$ cat config.mk
export PLATFORM = sky130hd
export DESIGN_NAME = dht_key_hex_parser_top
export DESIGN_NICKNAME = d
export VERILOG_FILES = /design/src/design/dhtk_pkg.sv /design/src/design/dhtk_fifo.sv /design/src/design/dhtk_front.sv /design/src/design/dhtk_back.sv /design/src/design/dht_key_hex_parser_top.sv
export SDC_FILE = /design/constraint.sdc
export NUM_CORES = 1
export LEC_CHECK = 0
export BUFFER_PORTS_ARGS = -buffer_cell sky130_fd_sc_hd__buf_4
export CAP_MARGIN = 20
export CELL_PAD_IN_SITES_DETAIL_PLACEMENT = 2
export CELL_PAD_IN_SITES_GLOBAL_PLACEMENT = 2
export CORE_MARGIN = 3
export CORE_UTILIZATION = 45
export CTS_CLUSTER_SIZE = 8
export DETAILED_ROUTE_END_ITERATION = 10
export MAX_ROUTING_LAYER = met4
export PLACE_DENSITY_LB_ADDON = 0.1
export SKIP_LAST_GASP = 1
export SYNTH_ARGS = -nofsm -noshare
export SYNTH_HDL_FRONTEND = slang
export SYNTH_SLANG_ARGS = --single-unit
$ cat constraint.sdc
create_clock -name clk_i -period 11.25 [get_ports clk_i]
set_clock_uncertainty 0.1 [all_clocks]
set_input_delay 1.6875 -clock clk_i [delete_from_list [all_inputs] [get_ports clk_i]]
set_output_delay 1.6875 -clock clk_i [all_outputs]
set_load 0.02 [all_outputs]
$ cat src/design/dhtk_pkg.sv
// ----------------------------------------------------------------------------
// dhtk_pkg
// Types, constants and helper functions shared by the key parser modules.
// ----------------------------------------------------------------------------
package dhtk_pkg;

  localparam int unsigned DefIdBytes = 32;
  localparam int unsigned PrefixLen  = 5;
  localparam int unsigned SepLen     = 6;
  localparam int unsigned StoreAw    = 4;   // word slots per bank, as address bits
  localparam int unsigned NumBanks   = 2;
  localparam int unsigned CmdDepth   = NumBanks;
  localparam int unsigned ResDepth   = 4;

  localparam logic STATUS_OK      = 1'b0;
  localparam logic STATUS_INVALID = 1'b1;

  typedef struct packed {
    logic [7:0] character;
    logic       end_of_key;
  } item_t;

  typedef struct packed {
    logic        status;
    logic [2:0]  word_seq;
    logic [63:0] word;
    logic        last_result;
  } result_t;

  typedef struct packed {
    logic ok;
    logic bank;
  } cmd_t;

  typedef struct packed {
    logic               en;
    logic [StoreAw:0]   addr;   // bank bit on top
    logic [63:0]        data;
  } wr_t;

  typedef struct packed {
    logic       ok;
    logic [3:0] val;
  } nib_t;

  function automatic logic [7:0] prefix_char(input logic [2:0] idx);
    logic [7:0] c;
    unique case (idx)
      3'd0:    c = 8'h6d;  // m
      3'd1:    c = 8'h67;  // g
      3'd2:    c = 8'h6d;  // m
      3'd3:    c = 8'h74;  // t
      3'd4:    c = 8'h3a;  // :
      default: c = 8'h00;
    endcase
    return c;
  endfunction

  function automatic logic [7:0] sep_char(input logic [2:0] idx);
    logic [7:0] c;
    unique case (idx)
      3'd0:    c = 8'h3a;  // :
      3'd1:    c = 8'h6e;  // n
      3'd2:    c = 8'h6f;  // o
      3'd3:    c = 8'h64;  // d
      3'd4:    c = 8'h65;  // e
      3'd5:    c = 8'h3a;  // :
      default: c = 8'h00;
    endcase
    return c;
  endfunction

  function automatic nib_t hex_nibble(input logic [7:0] c);
    nib_t n;
    n = '{ok: 1'b0, val: 4'h0};
    if (c >= 8'h30 && c <= 8'h39) begin
      n.ok  = 1'b1;
      n.val = 4'(c - 8'h30);
    end else if (c >= 8'h61 && c <= 8'h66) begin
      n.ok  = 1'b1;
      n.val = 4'(c - 8'h57);
    end
    return n;
  endfunction

endpackage

$ cat src/design/dhtk_fifo.sv
// ----------------------------------------------------------------------------
// dhtk_fifo
// Small register queue; Depth must be a power of two.
// ----------------------------------------------------------------------------
module dhtk_fifo #(
  parameter int unsigned Width = 8,
  parameter int unsigned Depth = 2
) (
  input  logic                       clk_i,
  input  logic                       rst_ni,
  input  logic                       push_i,
  input  logic [Width-1:0]           wdata_i,
  input  logic                       pop_i,
  output logic [Width-1:0]           rdata_o,
  output logic                       empty_o,
  output logic [$clog2(Depth+1)-1:0] count_o
);

  localparam int unsigned PtrW = (Depth > 1) ? $clog2(Depth) : 1;
  localparam int unsigned CntW = $clog2(Depth+1);

  logic [Width-1:0] mem_q [Depth];
  logic [PtrW-1:0]  wr_ptr_q, rd_ptr_q;
  logic [CntW-1:0]  cnt_q;
  logic             do_push, do_pop;

  assign do_push = push_i && (cnt_q != CntW'(Depth));
  assign do_pop  = pop_i && (cnt_q != '0);

  always_ff @(posedge clk_i) begin
    if (do_push) begin
      mem_q[wr_ptr_q] <= wdata_i;
    end
  end

  always_ff @(posedge clk_i or negedge rst_ni) begin
    if (!rst_ni) begin
      wr_ptr_q <= '0;
      rd_ptr_q <= '0;
      cnt_q    <= '0;
    end else begin
      if (do_push) begin
        wr_ptr_q <= PtrW'(wr_ptr_q + 1'b1);
      end
      if (do_pop) begin
        rd_ptr_q <= PtrW'(rd_ptr_q + 1'b1);
      end
      if (do_push && !do_pop) begin
        cnt_q <= CntW'(cnt_q + 1'b1);
      end else if (do_pop && !do_push) begin
        cnt_q <= CntW'(cnt_q - 1'b1);
      end
    end
  end

  assign rdata_o = mem_q[rd_ptr_q];
  assign empty_o = (cnt_q == '0);
  assign count_o = cnt_q;

endmodule

$ cat src/design/dhtk_front.sv
// ----------------------------------------------------------------------------
// dhtk_front
// Per-character parse: position count, literal checks, hex decode into words.
// ----------------------------------------------------------------------------
module dhtk_front #(
  parameter int unsigned ID_BYTES = dhtk_pkg::DefIdBytes
) (
  input  logic            clk_i,
  input  logic            rst_ni,
  input  logic            take_i,
  input  dhtk_pkg::item_t item_i,
  output dhtk_pkg::wr_t   wr_o,
  output logic            cmd_push_o,
  output dhtk_pkg::cmd_t  cmd_o
);

  localparam int unsigned HexLen     = 2 * ID_BYTES;
  localparam int unsigned MeshStart  = dhtk_pkg::PrefixLen;
  localparam int unsigned SepStart   = MeshStart + HexLen;
  localparam int unsigned OwnerStart = SepStart + dhtk_pkg::SepLen;
  localparam int unsigned KeyLen     = OwnerStart + HexLen;
  localparam int unsigned WordsPerId = (ID_BYTES + 7) / 8;
  localparam int unsigned PosW       = $clog2(KeyLen + 1);
  localparam int unsigned DigW       = $clog2(HexLen);
  localparam int unsigned ByteW      = DigW - 1;

  localparam logic [PosW-1:0]  KeyLenP     = PosW'(KeyLen);
  localparam logic [PosW-1:0]  MeshStartP  = PosW'(MeshStart);
  localparam logic [PosW-1:0]  SepStartP   = PosW'(SepStart);
  localparam logic [PosW-1:0]  OwnerStartP = PosW'(OwnerStart);
  localparam logic [ByteW-1:0] LastByteP   = ByteW'(ID_BYTES - 1);

  logic [PosW-1:0] pos_q, pos_d;
  logic            bad_q, bad_d;
  logic [3:0]      hi_q, hi_d;
  logic            mesh_nz_q, mesh_nz_d;
  logic            owner_nz_q, owner_nz_d;
  logic            bank_q, bank_d;
  logic [63:0]     acc_q, acc_d;

  logic [PosW-1:0]  pre_off, sep_off, mesh_off, owner_off;
  logic [DigW-1:0]  digit;
  logic [ByteW-1:0] byte_idx;
  logic [2:0]       lane;
  logic [3:0]       word_idx;
  logic [7:0]       byte_val;
  logic             is_owner;
  logic             ok_key;
  dhtk_pkg::nib_t   nib;

  always_comb begin
    pos_d      = pos_q;
    bad_d      = bad_q;
    hi_d       = hi_q;
    mesh_nz_d  = mesh_nz_q;
    owner_nz_d = owner_nz_q;
    bank_d     = bank_q;
    acc_d      = acc_q;
    wr_o       = '{en: 1'b0, addr: '0, data: '0};
    cmd_push_o = 1'b0;
    ok_key     = 1'b0;

    pre_off   = pos_q;
    sep_off   = PosW'(pos_q - SepStartP);
    mesh_off  = PosW'(pos_q - MeshStartP);
    owner_off = PosW'(pos_q - OwnerStartP);
    is_owner  = (pos_q >= OwnerStartP);
    digit     = is_owner ? owner_off[DigW-1:0] : mesh_off[DigW-1:0];
    byte_idx  = digit[DigW-1:1];
    lane      = byte_idx[2:0];
    word_idx  = 4'(is_owner ? WordsPerId : 0) + 4'(byte_idx >> 3);
    nib       = dhtk_pkg::hex_nibble(item_i.character);
    if (!nib.ok) begin
      nib.val = 4'h0;
    end
    byte_val  = {hi_q, nib.val};

    if (take_i) begin
      if (pos_q >= KeyLenP) begin
        bad_d = 1'b1;
      end else begin
        pos_d = PosW'(pos_q + 1'b1);
        priority if (pos_q < MeshStartP) begin
          if (item_i.character != dhtk_pkg::prefix_char(pre_off[2:0])) begin
            bad_d = 1'b1;
          end
        end else if (pos_q >= SepStartP && pos_q < OwnerStartP) begin
          if (item_i.character != dhtk_pkg::sep_char(sep_off[2:0])) begin
            bad_d = 1'b1;
          end
        end else begin
          if (!nib.ok) begin
            bad_d = 1'b1;
          end
          if (!digit[0]) begin
            hi_d = nib.val;
          end else begin
            acc_d = ((lane == 3'd0) ? 64'h0 : acc_q)
                  | (64'(byte_val) << {3'd7 - lane, 3'b000});
            if (lane == 3'd7 || byte_idx == LastByteP) begin
              wr_o = '{en: 1'b1, addr: {bank_q, word_idx}, data: acc_d};
            end
            if (byte_val != 8'h00) begin
              if (is_owner) begin
                owner_nz_d = 1'b1;
              end else begin
                mesh_nz_d = 1'b1;
              end
            end
          end
        end
      end

      if (item_i.end_of_key) begin
        ok_key     = !bad_d && (pos_d == KeyLenP) && mesh_nz_d && owner_nz_d;
        cmd_push_o = 1'b1;
        pos_d      = '0;
        bad_d      = 1'b0;
        hi_d       = 4'h0;
        mesh_nz_d  = 1'b0;
        owner_nz_d = 1'b0;
        bank_d     = !bank_q;
      end
    end
  end

  assign cmd_o = '{ok: ok_key, bank: bank_q};

  always_ff @(posedge clk_i or negedge rst_ni) begin
    if (!rst_ni) begin
      pos_q      <= '0;
      bad_q      <= 1'b0;
      hi_q       <= 4'h0;
      mesh_nz_q  <= 1'b0;
      owner_nz_q <= 1'b0;
      bank_q     <= 1'b0;
    end else begin
      pos_q      <= pos_d;
      bad_q      <= bad_d;
      hi_q       <= hi_d;
      mesh_nz_q  <= mesh_nz_d;
      owner_nz_q <= owner_nz_d;
      bank_q     <= bank_d;
    end
  end

  always_ff @(posedge clk_i) begin
    acc_q <= acc_d;
  end

endmodule

$ cat src/design/dhtk_back.sv
// ----------------------------------------------------------------------------
// dhtk_back
// Word store and emitter: walks one key's words into the result queue.
// ----------------------------------------------------------------------------
module dhtk_back #(
  parameter int unsigned ID_BYTES = dhtk_pkg::DefIdBytes
) (
  input  logic              clk_i,
  input  logic              rst_ni,
  input  dhtk_pkg::wr_t     wr_i,
  input  logic              cmd_empty_i,
  input  dhtk_pkg::cmd_t    cmd_i,
  output logic              cmd_pop_o,
  output logic              busy_o,
  input  logic              pop_i,
  output logic              empty_o,
  output dhtk_pkg::result_t result_o
);

  localparam int unsigned WordsPerId = (ID_BYTES + 7) / 8;
  localparam int unsigned TotalWords = 2 * WordsPerId;
  localparam int unsigned StoreWords = dhtk_pkg::NumBanks << dhtk_pkg::StoreAw;
  localparam int unsigned ResCntW    = $clog2(dhtk_pkg::ResDepth + 1);
  localparam logic [3:0]  LastK      = 4'(TotalWords - 1);

  typedef enum logic [1:0] {
    BkIdle = 2'b01,
    BkRun  = 2'b10
  } back_state_e;

  back_state_e         state_q, state_d;
  dhtk_pkg::cmd_t      cur_q, cur_d;
  logic [3:0]          k_q, k_d;
  logic                s_vld_q;
  logic                s_inv_q, s_inv_d;
  logic [2:0]          s_seq_q, s_seq_d;
  logic                s_last_q, s_last_d;
  logic [63:0]         rdata_q;
  logic [63:0]         store_q [StoreWords];
  logic                issue;
  logic [ResCntW-1:0]  res_count;
  dhtk_pkg::result_t   res_in;

  always_ff @(posedge clk_i) begin
    if (wr_i.en) begin
      store_q[wr_i.addr] <= wr_i.data;
    end
  end

  always_ff @(posedge clk_i) begin
    if (issue) begin
      rdata_q <= store_q[{cur_q.bank, k_q}];
    end
  end

  always_comb begin
    state_d   = state_q;
    cur_d     = cur_q;
    k_d       = k_q;
    cmd_pop_o = 1'b0;
    issue     = 1'b0;
    s_inv_d   = s_inv_q;
    s_seq_d   = s_seq_q;
    s_last_d  = s_last_q;
    unique case (state_q)
      BkIdle: begin
        if (!cmd_empty_i) begin
          cmd_pop_o = 1'b1;
          cur_d     = cmd_i;
          k_d       = 4'h0;
          state_d   = BkRun;
        end
      end
      BkRun: begin
        if ((ResCntW+1)'(res_count) + (ResCntW+1)'(s_vld_q)
            < (ResCntW+1)'(dhtk_pkg::ResDepth)) begin
          issue    = 1'b1;
          s_inv_d  = !cur_q.ok;
          s_seq_d  = cur_q.ok ? k_q[2:0] : 3'd0;
          s_last_d = !cur_q.ok || (k_q == LastK);
          if (s_last_d) begin
            state_d = BkIdle;
          end else begin
            k_d = 4'(k_q + 1'b1);
          end
        end
      end
      default: state_d = BkIdle;
    endcase
  end

  always_ff @(posedge clk_i or negedge rst_ni) begin
    if (!rst_ni) begin
      state_q <= BkIdle;
      s_vld_q <= 1'b0;
    end else begin
      state_q <= state_d;
      s_vld_q <= issue;
    end
  end

  always_ff @(posedge clk_i) begin
    cur_q    <= cur_d;
    k_q      <= k_d;
    s_inv_q  <= s_inv_d;
    s_seq_q  <= s_seq_d;
    s_last_q <= s_last_d;
  end

  assign busy_o = (state_q == BkRun);

  assign res_in = '{
    status:      s_inv_q ? dhtk_pkg::STATUS_INVALID : dhtk_pkg::STATUS_OK,
    word_seq:    s_seq_q,
    word:        s_inv_q ? 64'h0 : rdata_q,
    last_result: s_last_q
  };

  dhtk_fifo #(
    .Width ($bits(dhtk_pkg::result_t)),
    .Depth (dhtk_pkg::ResDepth)
  ) u_res_fifo (
    .clk_i   (clk_i),
    .rst_ni  (rst_ni),
    .push_i  (s_vld_q),
    .wdata_i (res_in),
    .pop_i   (pop_i),
    .rdata_o (result_o),
    .empty_o (empty_o),
    .count_o (res_count)
  );

endmodule

$ cat src/design/dht_key_hex_parser_top.sv
// ----------------------------------------------------------------------------
// dht_key_hex_parser_top
// Parses a key text into mesh hash and owner id words.
// ----------------------------------------------------------------------------
// One character is taken per cycle while full is low. When a key ends, its result beats (one
// invalid beat, or 2*ceil(ID_BYTES/8) words) leave one per cycle while there is
// room in the result queue. The word store holds two
// banks, so characters keep flowing while up to one finished key drains;
// full rises only while two finished keys still wait for their words to be
// read out of the store.
module dht_key_hex_parser_top #(
  parameter int unsigned ID_BYTES = dhtk_pkg::DefIdBytes
) (
  input  logic              clk_i,
  input  logic              rst_ni,
  input  logic              push,
  output logic              full,
  input  dhtk_pkg::item_t   item_i,
  input  logic              pop,
  output logic              empty,
  output dhtk_pkg::result_t result_o
);

  localparam int unsigned CmdCntW = $clog2(dhtk_pkg::CmdDepth + 1);

  dhtk_pkg::wr_t   wr;
  dhtk_pkg::cmd_t  cmd_in, cmd_out;
  logic            take;
  logic            cmd_push, cmd_pop, cmd_empty, busy;
  logic [CmdCntW-1:0] cmd_count;

  assign full = ((CmdCntW+1)'(cmd_count) + (CmdCntW+1)'(busy))
                >= (CmdCntW+1)'(dhtk_pkg::NumBanks);
  assign take = push && !full;

  dhtk_front #(.ID_BYTES(ID_BYTES)) u_front (
    .clk_i      (clk_i),
    .rst_ni     (rst_ni),
    .take_i     (take),
    .item_i     (item_i),
    .wr_o       (wr),
    .cmd_push_o (cmd_push),
    .cmd_o      (cmd_in)
  );

  dhtk_fifo #(
    .Width ($bits(dhtk_pkg::cmd_t)),
    .Depth (dhtk_pkg::CmdDepth)
  ) u_cmd_fifo (
    .clk_i   (clk_i),
    .rst_ni  (rst_ni),
    .push_i  (cmd_push),
    .wdata_i (cmd_in),
    .pop_i   (cmd_pop),
    .rdata_o (cmd_out),
    .empty_o (cmd_empty),
    .count_o (cmd_count)
  );

  dhtk_back #(.ID_BYTES(ID_BYTES)) u_back (
    .clk_i       (clk_i),
    .rst_ni      (rst_ni),
    .wr_i        (wr),
    .cmd_empty_i (cmd_empty),
    .cmd_i       (cmd_out),
    .cmd_pop_o   (cmd_pop),
    .busy_o      (busy),
    .pop_i       (pop),
    .empty_o     (empty),
    .result_o    (result_o)
  );

  a_cmd_no_overflow: assert property (@(posedge clk_i) disable iff (!rst_ni)
    cmd_push |-> cmd_count < CmdCntW'(dhtk_pkg::CmdDepth))
    else $error("command queue overflow");

  a_store_write_only_on_take: assert property (@(posedge clk_i) disable iff (!rst_ni)
    wr.en |-> take)
    else $error("store written without an accepted beat");

  a_invalid_beat_shape: assert property (@(posedge clk_i) disable iff (!rst_ni)
    (!empty && result_o.status == dhtk_pkg::STATUS_INVALID)
      |-> (result_o.word == 64'h0 && result_o.last_result))
    else $error("invalid beat carries data or is not final");

endmodule

==> run_results.csv, run 1 <==
group,metric,value,unit
status,status,"stopped before the end",
synthesis,async_flop_share,2.04,%
synthesis,synth_seq_cells,1473,
placed_design,place_congestion,0.787,
die,die_y,364,um
synthesis,syn_inst,3030,
synthesis,synth_top_flop_cell,"edfxtp_1",
synthesis,yosysTopAreaCellShare,75.3,%
synthesis,syn_avg_cell_area,19.0,um2
synthesis,synth_cell_types,68,
die,start_util,45.5,%
die,dieWidth,364,um
status,error,"[ERROR DPL-0033] detailed placement checks failed during check placement.",
placed_design,dp_hpwl,96.3,mm
synthesis,synthesis.nets,3067,
die,row_count,130,
synthesis,ys_top_cells_by_area,"edfxtp_1 (75%), mux4_2 (7.7%), mux2i_1 (3.4%)",
synthesis,ys.warnings.count,0,
synthesis,synth-edff-count,1443,
placed_design,io_buffers,83,
synthesis,synth_area_leader_cell,"edfxtp_1",
synthesis,synth-seq-area-share,76.6,%
die,io_pins,84,
status,haltStage,"detailed placement (3_5_place_dp)",
synthesis,syn-cell-area,57600,um2
cell usage after synthesis (all sizes together), types with 7 or more instances:
master and count:
xor2 8, nor2b 67, xnor2 19, ha 22, mux4 197, a21oi 134
nand2b 7, edfxtp 1443, nand2 113, buf 59, inv 20, dfrtp 29
a22oi 64, o21ai 156, mux2 67, a221oi 64, nand3 14, a22o 28
nor3 22, nor2 78, clkbuf 102, and3 12, mux2i 198, and2 48
cells by family after synthesis:
logic type / count (synthesis) / synth area share, %
compound gates: 471 / 5.16
xor+xnor: 27 / 0.411
fa+ha+maj: 24 / 0.548
buf+inv: 181 / 1.33
flops: 1473 / 76.6
mux: 462 / 12.5
simple gates: 392 / 3.49
stage by stage:
| stage | instance area, um2 | setup WS (ns) | std cells | hold WS [ns] |
|---|---|---|---|---|
| after floorplan | 57600 | 3.08 | 3030 | 0.359 |
| after global placement | 60300 | 4.12 | 4681 | 0.375 |
==> run 2, diff against run 1 <==
Settings changed: CELL_PAD_IN_SITES_DETAIL_PLACEMENT 2 to default, CELL_PAD_IN_SITES_GLOBAL_PLACEMENT 2 to default, CORE_UTILIZATION 45 to 30, CTS_CLUSTER_SIZE 8 to default, MAX_ROUTING_LAYER met4 to default, PLACE_DENSITY_LB_ADDON 0.1 to 0.15.
==> run 2 against run 1 <==
Effect of this change: the flow now finishes without violations; area after synthesis is the same; synthesized cell count is the same.
==> run_results.csv, run 2 <==
group,metric,value,unit
grt,grt_pass1_wl,215,mm
synthesis,ys_top_cells_by_area,"edfxtp_1 (75%), mux4_2 (7.7%), mux2i_1 (3.4%)",
finish,reg_top3,"u_back.store_q: 1024 flops, u_back.u_res_fifo.mem_q: 276 flops",
clock_network,cts_tree,"done",
worst_hold_path,hp-class,"reg2reg",
finish,multiInputGateArea,12900,um2
grt,track_usage,14.9,%
clock_network,clkLatencyLatePin,0.78,ns
clock_network,cts_buffers,161,
drt,via_per_inst,4.89,
die,dieArea,197000,um2
worst_setup_path,crit_start,"u_front.pos_q[0]$_DFFE_PN0P_",
synthesis,syn-cell-area,57600,um2
synthesis,async_flop_share,2.04,%
synthesis,synth_top_flop_cell,"edfxtp_1",
worst_setup_path,end_kind,"flop",
synthesis,yosysMostFrequentCell,"edfxtp_1",
synthesis,synthesis.nets,3067,
worst_setup_path,crit-reg2reg-launch,"u_front.pos_q[0]$_DFFE_PN0P_",
clock_network,ctsResizeCount,0,
worst_setup_path,cp.arrival,7.40,ns
synthesis,synth-edff-count,1443,
worst_setup_path,critPathLaunchType,"flop",
placed_design,io_buffers,83,
clock_network,cts_sinks,1473,
timing,setup_violations,0,
power_and_ir_drop,p_clk_share,32.2,%
finish,final-seq-area,44100,um2
drt,antenna_left,0,
placed_design,dp_hpwl,83.6,mm
power_and_ir_drop,p_int,10.4,mW
timing,relSlewSlack,24.4,%
power_and_ir_drop,ir_worst_vdd,0.194,mV
worst_setup_path,critical_path.max_fanout,40,
clock_network,cts_root_buf,"clkbuf_16",
finish,final_common_cell,"edfxtp_1",
timing,rsz0062_at_grt,"no",
synthesis,syn_avg_cell_area,19.0,um2
power_and_ir_drop,p_sw_share,31.2,%
worst_setup_path,cp.required,11.54,ns
flow_run,cap_violations,0,
drt,first_iter_violations,2108,
synthesis,synth_area_leader_cell,"edfxtp_1",
placed_design,place_congestion,0.723,
timing,fmax,0.141,GHz
worst_hold_path,worstHoldStart,"u_cmd_fifo.count_o[1]$_DFFE_PN0P_",
finish,final_cell_mix,"edfxtp_1 (1443), mux2i_1 (197), mux4_2 (197)",
finish,drive_gt1_share,20.6,%
timing,timing.final.ws_setup,4.14,ns
status,status,"completed",
power_and_ir_drop,p_leak,23.3,nW
drt,first_pass_iters,5,
drt,wl_per_cell,25.4,um
finish,regMostFlops,"u_back.store_q",
timing,post-route-min-period,7.11,ns
grt,gr-total-overflow,0,
synthesis,syn_inst,3030,
grt,grt_max_degree,123,
clock_network,cts_buffer_depth,3,
die,dieWidth,444,um
finish,fin_nets,3239,
clock_network,path_clk_slew,0.06,ns
finish,nFillCells,17700,
synthesis,synth_cell_types,68,
clock_network,htree_levels,4,
die,start_util,30.2,%
timing,worstMarginPinSlew,1.13,ns
power_and_ir_drop,p_comb_share,25.3,%
drt,vias,28500,
synthesis,ys.warnings.count,0,
drt,drt_wl_total,148,mm
die,row_count,160,
finish,design_area,66400,um2
synthesis,yosysTopAreaCellShare,75.3,%
power_and_ir_drop,totalPowerFinal,15.2,mW
die,core_area,190000,um2
synthesis,ys_top_cells_by_count,"edfxtp_1 (1443), mux2i_1 (197), mux4_2 (197)",
power_and_ir_drop,power.density,229,nW/um2
finish,largest_reg_flops,1024,
synthesis,synth-seq-area-share,76.6,%
timing,finalCritPeriodShare,63.2,%
placed_design,dp_slack,4.06,ns
die,io_pins,84,
timing,fin_setup_tns,0,ns
synthesis,synth_seq_cells,1473,
power_and_ir_drop,power.switching,4.74,mW
placed_design,placed_area,61500,um2
worst_setup_path,worstSetupPathType,"reg2reg",
timing,finalMaxSlewViolations,0,
timing,hold_viol,0,
clock_network,post-cts-setup-buffers,0,
drt,drc,0,
die,die_y,444,um
grt,grt_pass1_vias,29500,
finish,syn_to_final_growth,15.4,%
clock_network,postCtsHoldBufs,0,
grt,antenna_found_initial,17,
power_and_ir_drop,seq_power_share,42.5,%
run 2: power groups by stage:
| stage | registers [mW] | clock network [mW] | logic, mW |
|---|---|---|---|
| after detailed placement | 6.58 | 0 | 3.94 |
| after floorplan | 6.45 | 0 | 2.51 |
| final | 6.45 | 4.88 | 3.85 |
| after CTS | 6.46 | 5.03 | 3.94 |
| after global routing | 6.48 | 5.26 | 4.16 |
| after global placement | 6.58 | 0 | 3.92 |
run 2: area by class of cell:
type                    count  share of cell area (%)
flip-flops and latches   1473                    66.4
clock inverters            76                   0.742
well taps                2511                    4.73
diodes                      3                  0.0113
inverters                  20                   0.117
repair buffers            170                    2.08
multi-input cells        1376                    19.4
clock buffers             212                    6.51
run 2: layer usage:
metal	wire length [um]	GRT usage [%]	vias up
li1	-	-	12600
met1	71000	21.7	15200
met2	68300	23.3	615
met3	6340	2.62	161
met4	2480	3.56	0
met5	0	0	-
run 2: through the flow:
| stage | std cells | utilization, % | hold slack, ns |
|---|---|---|---|
| 6_report | 5841 | 34.9 | 0.400 |
| 5_1_grt | 5838 | 34.9 | 0.424 |
| 4_1_cts | 5832 | 34.8 | 0.400 |
| 3_5_place_dp | 5544 | 32.3 | 0.390 |
| 3_3_place_gp | 5542 | 32.3 | 0.388 |
| 2_1_floorplan | 3030 | - | 0.359 |
run 2: critical path, stage by stage, from the launching register on:
cell and delay [ns]:
dfrtp_1 0.69, ha_1 0.45, o21ai_2 0.09, nand2_1 0.16, nand2_1 0.07, nand2_1 0.26
inv_1 0.22, ha_1 0.32, nand3_1 0.08, nand2_1 0.12, xnor2_1 0.23, nor2_1 0.67
nand3_2 0.74, or3_1 0.78, nor2_4 0.82, buf_4 0.81
run 2: cells by family after synthesis:
family / Yosys count / synth area share (%)
mux: 462 / 12.5
simple gates: 392 / 3.49
compound gates: 471 / 5.16
flops: 1473 / 76.6
buf+inv: 181 / 1.33
fa+ha+maj: 24 / 0.548
xor+xnor: 27 / 0.411
run 2: final timing paths:
| kind | endpoint | slack, ns | cells past startpoint |
|---|---|---|---|
| worst max-delay path | u_back.store_q[7][12]$_DFFE_PP_ | 4.14 | 15 |
| worst min-delay path | u_cmd_fifo.count_o[1]$_DFFE_PN0P_ | 0.40 | 1 |
| worst max register to register | u_back.store_q[7][12]$_DFFE_PP_ | 4.14 | 15 |
| worst min register to register | u_cmd_fifo.count_o[1]$_DFFE_PN0P_ | 0.40 | 1 |
| max in group asynchronous | u_cmd_fifo.rd_ptr_q$_DFFE_PN0P_ | 9.82 | 1 |
| min in group asynchronous | u_back.u_res_fifo.rd_ptr_q[0]$_DFFE_PN0P_ | 0.77 | 1 |
Power figures use the tool's default switching activity.
